==> src/design/plir_pkg.sv <==
package plir_pkg;

    localparam int CFG_IDX_W  = 2;
    localparam int CFG_DATA_W = 32;
    localparam int TAG_W      = 16;
    localparam int LEN_W      = 16;
    localparam int IP_W       = 32;
    localparam int PORT_W     = 16;
    localparam int INTERVAL_W = 32;
    localparam int LBURST_W   = 16;
    localparam int RBURST_W   = 6;
    localparam int DESC_W     = LEN_W + TAG_W;
    localparam int ADDR_W     = PORT_W + IP_W;

    typedef enum logic [CFG_IDX_W-1:0] {
        REG_LOSS_INTERVAL    = 2'd0,
        REG_LOSS_BURST       = 2'd1,
        REG_REORDER_INTERVAL = 2'd2,
        REG_REORDER_BURST    = 2'd3
    } t_reg_idx;

    typedef enum logic [1:0] {
        KIND_PASS  = 2'd0,
        KIND_DROP  = 2'd1,
        KIND_HOLD  = 2'd2,
        KIND_BURST = 2'd3
    } t_kind;

    typedef struct packed {
        logic consume;
        logic load_pass;
        logic rd_en;
        logic load_drain;
        logic dec_idx;
    } t_cmd;

    typedef struct packed {
        logic  in_valid;
        t_kind kind;
        logic  out_free;
        logic  idx_zero;
    } t_sts;

endpackage

==> src/design/plir_ram.sv <==
module plir_ram #(
    parameter int WIDTH = 32,
    parameter int DEPTH = 32
) (
    input  logic                                         i_clk,
    input  logic                                         i_wr_en,
    input  logic [((DEPTH > 1) ? $clog2(DEPTH) : 1)-1:0] i_wr_addr,
    input  logic [WIDTH-1:0]                             i_wr_data,
    input  logic                                         i_rd_en,
    input  logic [((DEPTH > 1) ? $clog2(DEPTH) : 1)-1:0] i_rd_addr,
    output logic [WIDTH-1:0]                             o_rd_data
);

    logic [WIDTH-1:0] r_mem [DEPTH];
    logic [WIDTH-1:0] r_rd_data;

    always_ff @(posedge i_clk) begin
        if (i_wr_en) begin
            r_mem[i_wr_addr] <= i_wr_data;
        end
        if (i_rd_en) begin
            r_rd_data <= r_mem[i_rd_addr];
        end
    end

    assign o_rd_data = r_rd_data;

endmodule

==> src/design/plir_ctrl.sv <==
module plir_ctrl (
    input  logic           i_clk,
    input  logic           i_rst_n,
    input  plir_pkg::t_sts i_sts,
    output plir_pkg::t_cmd o_cmd
);

    import plir_pkg::*;

    typedef enum logic [1:0] {
        ST_IDLE,
        ST_READ,
        ST_SEND
    } t_state;

    t_state r_state;
    t_state n_state;

    always_ff @(posedge i_clk) begin
        if (!i_rst_n) begin
            r_state <= ST_IDLE;
        end else begin
            r_state <= n_state;
        end
    end

    always_comb begin
        n_state = r_state;
        o_cmd   = '0;
        unique case (r_state)
            ST_IDLE: begin
                if (i_sts.in_valid) begin
                    case (i_sts.kind) inside
                        KIND_DROP, KIND_HOLD: begin
                            o_cmd.consume = 1'b1;
                        end
                        KIND_PASS: begin
                            if (i_sts.out_free) begin
                                o_cmd.consume   = 1'b1;
                                o_cmd.load_pass = 1'b1;
                            end
                        end
                        default: begin
                            o_cmd.consume = 1'b1;
                            n_state       = ST_READ;
                        end
                    endcase
                end
            end
            ST_READ: begin
                o_cmd.rd_en = 1'b1;
                n_state     = ST_SEND;
            end
            ST_SEND: begin
                if (i_sts.out_free) begin
                    o_cmd.load_drain = 1'b1;
                    if (i_sts.idx_zero) begin
                        n_state = ST_IDLE;
                    end else begin
                        o_cmd.dec_idx = 1'b1;
                        n_state       = ST_READ;
                    end
                end
            end
            default: begin
                n_state = ST_IDLE;
            end
        endcase
    end

endmodule

==> src/design/plir_dp.sv <==
module plir_dp #(
    parameter int REORDER_DEPTH = 32
) (
    input  logic                            i_clk,
    input  logic                            i_rst_n,
    input  logic                            i_cfg_we,
    input  logic [plir_pkg::CFG_IDX_W-1:0]  i_cfg_idx,
    input  logic [plir_pkg::CFG_DATA_W-1:0] i_cfg_data,
    input  logic                            i_in_valid,
    output logic                            o_in_ready,
    input  logic [plir_pkg::TAG_W-1:0]      i_packet_tag,
    input  logic [plir_pkg::LEN_W-1:0]      i_payload_length,
    input  logic [plir_pkg::IP_W-1:0]       i_dest_ip,
    input  logic [plir_pkg::PORT_W-1:0]     i_dest_port,
    output logic                            o_out_valid,
    input  logic                            i_out_ready,
    output logic [plir_pkg::TAG_W-1:0]      o_out_tag,
    output logic [plir_pkg::LEN_W-1:0]      o_out_length,
    output logic [plir_pkg::IP_W-1:0]       o_out_ip,
    output logic [plir_pkg::PORT_W-1:0]     o_out_port,
    output logic                            o_was_reordered,
    output logic                            o_last,
    input  plir_pkg::t_cmd                  i_cmd,
    output plir_pkg::t_sts                  o_sts
);

    import plir_pkg::*;

    localparam int SLOT_W = (REORDER_DEPTH > 1) ? $clog2(REORDER_DEPTH) : 1;
    localparam int FILL_W = $clog2(REORDER_DEPTH + 1);
    localparam int CMP_W  = (FILL_W > RBURST_W) ? FILL_W : RBURST_W;

    logic [INTERVAL_W-1:0] r_loss_int;
    logic [LBURST_W-1:0]   r_loss_burst;
    logic [INTERVAL_W-1:0] r_reord_int;
    logic [RBURST_W-1:0]   r_reord_burst;
    logic [INTERVAL_W-1:0] r_loss_gap;
    logic [LBURST_W-1:0]   r_loss_cnt;
    logic [INTERVAL_W-1:0] r_reord_gap;
    logic [FILL_W-1:0]     r_fill;
    logic [SLOT_W-1:0]     r_idx;

    logic                  r_in_valid;
    logic [TAG_W-1:0]      r_in_tag;
    logic [LEN_W-1:0]      r_in_len;
    logic [IP_W-1:0]       r_in_ip;
    logic [PORT_W-1:0]     r_in_port;

    logic                  r_out_valid;
    logic [TAG_W-1:0]      r_out_tag;
    logic [LEN_W-1:0]      r_out_len;
    logic [IP_W-1:0]       r_out_ip;
    logic [PORT_W-1:0]     r_out_port;
    logic                  r_out_reord;
    logic                  r_out_last;

    logic                  loss_en;
    logic                  loss_hit;
    logic [LBURST_W-1:0]   loss_cnt_inc;
    logic                  reord_en;
    logic                  reord_hit;
    logic [CMP_W-1:0]      burst_ext;
    logic [CMP_W-1:0]      size;
    logic [SLOT_W-1:0]     slot;
    logic [FILL_W-1:0]     fill_new;
    logic                  burst_done;
    t_kind                 kind;
    logic                  wr_en;
    logic [DESC_W-1:0]     rd_desc;
    logic [ADDR_W-1:0]     rd_addr;

    assign loss_en      = (r_loss_int != '0);
    assign loss_hit     = loss_en && (r_loss_gap <= INTERVAL_W'(1));
    assign loss_cnt_inc = r_loss_cnt + LBURST_W'(1);
    assign reord_en     = (r_reord_int != '0);
    assign reord_hit    = reord_en && (r_reord_gap <= INTERVAL_W'(1));
    assign burst_ext    = CMP_W'(r_reord_burst);
    assign size = (burst_ext > CMP_W'(REORDER_DEPTH)) ? CMP_W'(REORDER_DEPTH) : burst_ext;
    assign slot = (r_fill >= FILL_W'(REORDER_DEPTH)) ? SLOT_W'(REORDER_DEPTH - 1)
                                                      : r_fill[SLOT_W-1:0];
    assign fill_new   = FILL_W'(slot) + FILL_W'(1);
    assign burst_done = (CMP_W'(fill_new) >= size);

    always_comb begin
        if (loss_hit) begin
            kind = KIND_DROP;
        end else if (reord_hit) begin
            kind = burst_done ? KIND_BURST : KIND_HOLD;
        end else begin
            kind = KIND_PASS;
        end
    end

    assign wr_en = i_cmd.consume && ((kind == KIND_HOLD) || (kind == KIND_BURST));

    assign o_sts.in_valid = r_in_valid;
    assign o_sts.kind     = kind;
    assign o_sts.out_free = !r_out_valid || i_out_ready;
    assign o_sts.idx_zero = (r_idx == '0);

    assign o_in_ready = !r_in_valid || i_cmd.consume;

    always_ff @(posedge i_clk) begin
        if (!i_rst_n) begin
            r_loss_int    <= '0;
            r_loss_burst  <= '0;
            r_reord_int   <= '0;
            r_reord_burst <= '0;
            r_loss_gap    <= '0;
            r_loss_cnt    <= '0;
            r_reord_gap   <= '0;
            r_fill        <= '0;
            r_in_valid    <= 1'b0;
            r_out_valid   <= 1'b0;
        end else begin
            if (o_in_ready) begin
                r_in_valid <= i_in_valid;
            end

            if (i_cmd.load_pass || i_cmd.load_drain) begin
                r_out_valid <= 1'b1;
            end else if (i_out_ready) begin
                r_out_valid <= 1'b0;
            end

            if (i_cfg_we) begin
                unique case (t_reg_idx'(i_cfg_idx))
                    REG_LOSS_INTERVAL: begin
                        r_loss_int <= i_cfg_data;
                        r_loss_gap <= i_cfg_data;
                    end
                    REG_LOSS_BURST: begin
                        r_loss_burst <= i_cfg_data[LBURST_W-1:0];
                    end
                    REG_REORDER_INTERVAL: begin
                        r_reord_int <= i_cfg_data;
                        r_reord_gap <= i_cfg_data;
                    end
                    REG_REORDER_BURST: begin
                        r_reord_burst <= i_cfg_data[RBURST_W-1:0];
                    end
                    default: begin
                    end
                endcase
            end else if (i_cmd.consume) begin
                if (loss_en) begin
                    if (loss_hit) begin
                        if (loss_cnt_inc >= r_loss_burst) begin
                            r_loss_gap <= r_loss_int;
                            r_loss_cnt <= '0;
                        end else begin
                            r_loss_gap <= '0;
                            r_loss_cnt <= loss_cnt_inc;
                        end
                    end else begin
                        r_loss_gap <= r_loss_gap - INTERVAL_W'(1);
                    end
                end
                if (!loss_hit && reord_en) begin
                    if (reord_hit) begin
                        if (burst_done) begin
                            r_reord_gap <= r_reord_int;
                            r_fill      <= '0;
                        end else begin
                            r_reord_gap <= '0;
                            r_fill      <= fill_new;
                        end
                    end else begin
                        r_reord_gap <= r_reord_gap - INTERVAL_W'(1);
                    end
                end
            end
        end
    end

    always_ff @(posedge i_clk) begin
        if (o_in_ready && i_in_valid) begin
            r_in_tag  <= i_packet_tag;
            r_in_len  <= i_payload_length;
            r_in_ip   <= i_dest_ip;
            r_in_port <= i_dest_port;
        end

        if (i_cmd.consume && (kind == KIND_BURST)) begin
            r_idx <= slot;
        end else if (i_cmd.dec_idx) begin
            r_idx <= r_idx - SLOT_W'(1);
        end

        if (i_cmd.load_pass) begin
            r_out_tag   <= r_in_tag;
            r_out_len   <= r_in_len;
            r_out_ip    <= r_in_ip;
            r_out_port  <= r_in_port;
            r_out_reord <= 1'b0;
            r_out_last  <= 1'b1;
        end else if (i_cmd.load_drain) begin
            r_out_tag   <= rd_desc[TAG_W-1:0];
            r_out_len   <= rd_desc[DESC_W-1:TAG_W];
            r_out_ip    <= rd_addr[IP_W-1:0];
            r_out_port  <= rd_addr[ADDR_W-1:IP_W];
            r_out_reord <= 1'b1;
            r_out_last  <= (r_idx == '0);
        end
    end

    plir_ram #(
        .WIDTH (DESC_W),
        .DEPTH (REORDER_DEPTH)
    ) u_desc_ram (
        .i_clk     (i_clk),
        .i_wr_en   (wr_en),
        .i_wr_addr (slot),
        .i_wr_data ({r_in_len, r_in_tag}),
        .i_rd_en   (i_cmd.rd_en),
        .i_rd_addr (r_idx),
        .o_rd_data (rd_desc)
    );

    plir_ram #(
        .WIDTH (ADDR_W),
        .DEPTH (REORDER_DEPTH)
    ) u_addr_ram (
        .i_clk     (i_clk),
        .i_wr_en   (wr_en),
        .i_wr_addr (slot),
        .i_wr_data ({r_in_port, r_in_ip}),
        .i_rd_en   (i_cmd.rd_en),
        .i_rd_addr (r_idx),
        .o_rd_data (rd_addr)
    );

    assign o_out_valid     = r_out_valid;
    assign o_out_tag       = r_out_tag;
    assign o_out_length    = r_out_len;
    assign o_out_ip        = r_out_ip;
    assign o_out_port      = r_out_port;
    assign o_was_reordered = r_out_reord;
    assign o_last          = r_out_last;

endmodule

==> src/design/packet_loss_and_reorder_impairment.sv <==
// Periodic packet loss and reorder impairment.
// Input channel (i_in_valid / o_in_ready) carries one packet descriptor per
// transfer; output channel (o_out_valid / i_out_ready) carries the packets to
// send, with o_was_reordered and o_last (last result caused by that input).
// Registers are written through i_cfg_we / i_cfg_idx / i_cfg_data, and the
// user must do so only while idle: the block does not enforce this. Writing
// an interval reloads its gap counter. An accepted descriptor sits in an
// input register while it is passed, dropped or held; passed packets run at
// one per cycle while the receiver takes them, through the input register
// and then the output register. A completed reorder burst drains from the
// held-packet RAM (registered RAM read, then output register); one more input
// is taken into the input register meanwhile and waits for the drain to end.
// Reset (synchronous, active low) clears the configuration registers,
// counters and valids; held-packet RAM contents are not cleared and need no
// clearing pass. When the receiver stalls, the output register holds its
// transfer; input stops once the input register holds a packet to send.
module packet_loss_and_reorder_impairment #(
    parameter int REORDER_DEPTH = 32
) (
    input  logic                            i_clk,
    input  logic                            i_rst_n,
    input  logic                            i_cfg_we,
    input  logic [plir_pkg::CFG_IDX_W-1:0]  i_cfg_idx,
    input  logic [plir_pkg::CFG_DATA_W-1:0] i_cfg_data,
    input  logic                            i_in_valid,
    output logic                            o_in_ready,
    input  logic [plir_pkg::TAG_W-1:0]      i_packet_tag,
    input  logic [plir_pkg::LEN_W-1:0]      i_payload_length,
    input  logic [plir_pkg::IP_W-1:0]       i_dest_ip,
    input  logic [plir_pkg::PORT_W-1:0]     i_dest_port,
    output logic                            o_out_valid,
    input  logic                            i_out_ready,
    output logic [plir_pkg::TAG_W-1:0]      o_out_tag,
    output logic [plir_pkg::LEN_W-1:0]      o_out_length,
    output logic [plir_pkg::IP_W-1:0]       o_out_ip,
    output logic [plir_pkg::PORT_W-1:0]     o_out_port,
    output logic                            o_was_reordered,
    output logic                            o_last
);

    import plir_pkg::*;

    t_cmd cmd;
    t_sts sts;

    plir_ctrl u_ctrl (
        .i_clk   (i_clk),
        .i_rst_n (i_rst_n),
        .i_sts   (sts),
        .o_cmd   (cmd)
    );

    plir_dp #(
        .REORDER_DEPTH (REORDER_DEPTH)
    ) u_dp (
        .i_clk            (i_clk),
        .i_rst_n          (i_rst_n),
        .i_cfg_we         (i_cfg_we),
        .i_cfg_idx        (i_cfg_idx),
        .i_cfg_data       (i_cfg_data),
        .i_in_valid       (i_in_valid),
        .o_in_ready       (o_in_ready),
        .i_packet_tag     (i_packet_tag),
        .i_payload_length (i_payload_length),
        .i_dest_ip        (i_dest_ip),
        .i_dest_port      (i_dest_port),
        .o_out_valid      (o_out_valid),
        .i_out_ready      (i_out_ready),
        .o_out_tag        (o_out_tag),
        .o_out_length     (o_out_length),
        .o_out_ip         (o_out_ip),
        .o_out_port       (o_out_port),
        .o_was_reordered  (o_was_reordered),
        .o_last           (o_last),
        .i_cmd            (cmd),
        .o_sts            (sts)
    );

endmodule

==> config.mk <==
export PLATFORM = sky130hd
export DESIGN_NAME = packet_loss_and_reorder_impairment
export DESIGN_NICKNAME = d
export VERILOG_FILES = /design/src/design/plir_pkg.sv /design/src/design/plir_ram.sv /design/src/design/plir_ctrl.sv /design/src/design/plir_dp.sv /design/src/design/packet_loss_and_reorder_impairment.sv
export SDC_FILE = /design/constraint.sdc
export NUM_CORES = 2
export LEC_CHECK = 0
export ABC_AREA = 1
export BUFFER_PORTS_ARGS = -buffer_cell sky130_fd_sc_hd__buf_4
export CAP_MARGIN = 15
export CORE_MARGIN = 2
export CORE_UTILIZATION = 33
export DETAILED_ROUTE_END_ITERATION = 16
export GPL_TIMING_DRIVEN = 0
export PLACE_DENSITY_LB_ADDON = 0.2
export SYNTH_ARGS = -nofsm -noshare
export SYNTH_HDL_FRONTEND = slang
export SYNTH_HIERARCHICAL = 1
export SYNTH_SLANG_ARGS = --single-unit
==> constraint.sdc <==
create_clock -name i_clk -period 9.1 [get_ports i_clk]
set_input_delay 1.365 -clock i_clk [delete_from_list [all_inputs] [get_ports i_clk]]
set_output_delay 1.365 -clock i_clk [all_outputs]
set_load 0.05 [all_outputs]
==> flow_summary.toml <==
[outcome]
status = "finished clean"

[sta]
slew_viol_final = 0
period_minus_slack_ns = 7.45
finalSetupViolCount = 0
fmax_mhz = 134
clock_skew_ns = 0.0844
relSlewSlack_pct = 13.8
layout_setup_ws_ns = 1.65
hold_violations = 0
tightest_slew_ns = 1.29
rsz0062_at_grt = "false"
min_period_over_period_pct = 81.9
setup_tns_ns = 0

[clock_network]
clk_latency_ns = 0.95
cts_buffers = 335
cts_tree = "built"
path_clk_slew_ns = 0.06
root_buffer = "clkbuf_16"
cts_setup_buffers = 0
cts-resized-gates = 0
cts.sinks = 2983
clockBufferDepth = 4
ctsHoldBuffers = 0
htreeDepth = 5

[yosys]
synth-seq-area-share_pct = 71.2
synth-async-reset-ratio_pct = 0
ys_types = 43
netlist_instances = 11100
synth_nets = 11200
synth-edff-count = 2805
syn_avg_cell_area_um2 = 11.1
ys_warn_count = 6
synth-main-ff-cell = "edfxtp_1"
synth-seq-cells = 2983
syn_area_mm2 = 0.123

[run]
drv_cap = 0

[worst_hold_path]
worstHoldPathCells = 2
hold_class = "register to register"
hold_start = "u_dp/r_loss_burst[10]"

[placement]
io_buffers = 201
pre_cts_ws_ns = 1.63
hpwl_um = 303000
gp_congestion = 0.891
placed_cell_area_mm2 = 0.136

[cells_and_area]
nets = 12000
finalInstanceArea_mm2 = 0.147
drive_above_1_share_pct = 11.9
final_cell_mix = "nand2_1, edfxtp_1, nand3_1"
fillers = 35600
layout.cells.most_common = "nand2_1"
syn_to_final_growth_pct = 19.3

[critical_path]
worst-setup-path-type = "register to register"
cp-start-kind = "register"
end_kind = "register"
critPathLaunch = "u_dp/r_fill[5]"
worstReg2RegStart = "u_dp/r_fill[5]"
cp.required_ns = 9.67
crit_arrival_ns = 8.02
cp_max_fo = 19
cp_cell_sequence = "inv_1 > nand2_1 > ha_1 > inv_1 > nor2_1 > nand2_1 > xor2_1 > ha_1 > nand2_1 > nor2_1 > o21ai_0 > nand2_1 > buf_2 > inv_1 > o21ai_0 > inv_1 > ha_1 > nor3_1 > nor2_1 > inv_1 > nor3_4 > nand3_1 > nor2_4 > buf_12"
worstRegToRegCells = 24
ff2ff_setup_slack_ns = 1.65
slowest_delay_ns = 1.04
cp_slowest_cell = "nor2_4"
cp_common_cell = "inv_1"

[routing]
drc = 0
vias = 87700
drt-total-wl_um = 432000
first_iter_violations = 9787
routedWlPerCell_um = 25.3
ant_nets = 0
vias_per_cell = 5.14
firstDrtPassIters = 6

[power_and_ir_drop]
total_power_uw = 30400
p_per_area_mw_per_mm2 = 206
leakagePower_uw = 0.0550
vdd_ir_drop_max_mv = 0.144

[die]
die_x_um = 615
io_pins = 203
core_area_mm2 = 0.372
start_util_pct = 33.2
row_count = 224
die_h_um = 615
die_area_mm2 = 0.379

[global_routing]
grt_pass1_vias = 84400
track_usage_pct = 22.1
grt_pass1_wl_um = 607000
grt_max_degree = 44
antenna_found_initial = 20
overflow = 0
## worst paths after layout
kind | end
worst max-delay path | u_dp/u_addr_ram/r_mem[23][42]
worst min-delay path | u_dp/r_loss_burst[10]
worst max register to register | u_dp/u_addr_ram/r_mem[23][42]
worst min register to register | u_dp/r_loss_burst[10]
## registers in the layout (all words and copies together) (netlist names), 6 cells and up
| name | count |
|---|---|
| u_dp/u_addr_ram/r_mem | 1536 |
| u_dp/u_desc_ram/r_mem | 1024 |
| u_dp/u_addr_ram/o_rd_data | 48 |
| u_dp/o_out_ip | 32 |
| u_dp/r_in_ip | 32 |
| u_dp/r_loss_gap | 32 |
| u_dp/r_loss_int | 32 |
| u_dp/r_reord_gap | 32 |
| u_dp/r_reord_int | 32 |
| u_dp/u_desc_ram/o_rd_data | 32 |
| u_dp/o_out_length | 16 |
| u_dp/o_out_port | 16 |
| u_dp/o_out_tag | 16 |
| u_dp/r_in_len | 16 |
| u_dp/r_in_port | 16 |
| u_dp/r_in_tag | 16 |
| u_dp/r_loss_burst | 16 |
| u_dp/r_loss_cnt | 16 |
| u_dp/burst_ext | 6 |
| u_dp/r_fill | 6 |
## power by group
group | leakage [uW] | internal [uW] | total [uW] | switching [uW]
combinational | 0.0230 | 498 | 1690 | 1190
clock | 0.00525 | 7770 | 13300 | 5570
sequential | 0.0268 | 15200 | 15400 | 173
total | 0.0550 | 23400 | 30400 | 6930
## routing by layer
| layer | track usage (%) | share of wire (%) |
|---|---|---|
| met5 | 0 | 0.0053 |
| met4 | 7.53 | 3.6 |
| met3 | 3.37 | 7.7 |
| met2 | 35.9 | 46 |
| met1 | 30.3 | 42 |
## area by class of cell
type	instances	area (um2)	area share, %
antenna	9	22.5	0.0153
buffer	650	3840	2.61
clock buffer	419	8950	6.08
clock inverter	189	1750	1.19
inverter	230	890	0.604
multi-input combinational	7220	31400	21.3
sequential	2983	87800	59.6
tap	4972	6220	4.23
timing repair buffer	403	6360	4.32
## worst max-delay path: cells and delay by family, from the launching register on
family / cells / cell delay [ns]
xor gates and xnor gates: 1 / 0.20
adders and majority gates: 3 / 0.90
AOI/OAI and AO/OA: 2 / 0.45
DFF: 1 / 0.39
and+or+nand+nor: 11 / 4.00
buffers and inverters: 7 / 1.15
## synth_stat cells (3+ instances only)
| master | instances | share of area, % |
|---|---|---|
| nand2_1 | 4350 | 13 |
| edfxtp_1 | 2805 | 68 |
| nand3_1 | 2029 | 8.2 |
| nor2_1 | 334 | 1.0 |
| buf_2 | 263 | 1.1 |
| inv_1 | 219 | 0.67 |
| a21oi_1 | 193 | 0.78 |
| dfxtp_1 | 178 | 2.9 |
| clkbuf_1 | 168 | 0.51 |
| o21ai_0 | 132 | 0.54 |
| buf_6 | 100 | 0.91 |
| buf_4 | 66 | 0.40 |
| buf_1 | 45 | 0.14 |
| xor2_1 | 39 | 0.28 |
| ha_1 | 31 | 0.31 |
| o21ai_1 | 22 | 0.089 |
| xnor2_1 | 21 | 0.15 |
| nand4_1 | 15 | 0.076 |
| nor3_1 | 15 | 0.061 |
| inv_2 | 7 | 0.021 |
| nand2_2 | 7 | 0.035 |
| a21oi_2 | 5 | 0.035 |
| buf_8 | 4 | 0.049 |
| nor2_2 | 4 | 0.020 |
| nor2_4 | 4 | 0.037 |
| clkbuf_2 | 3 | 0.012 |
| o21a_1 | 3 | 0.018 |
## logic make-up after synthesis
group,count (synthesis),share of synthesized area [%]
compound gates,360,1.49
xor+xnor,60,0.426
fa+ha+maj,31,0.314
buf+inv,880,3.82
flops,2983,71.2
simple gates,6769,22.8
## metrics by stage
| stage | std cells | hold slack, ns | util, % |
|---|---|---|---|
| global placement | 16300 | 0.463 | 35.2 |
| CTS | 17000 | 0.466 | 39.3 |
| finish | 17100 | 0.467 | 39.6 |
| global route | 17100 | 0.478 | 39.5 |
| detailed placement | 16400 | 0.458 | 36.5 |
| floorplan | 11100 | 0.435 | - |
Note: power is estimated with default switching activity, not from simulation.
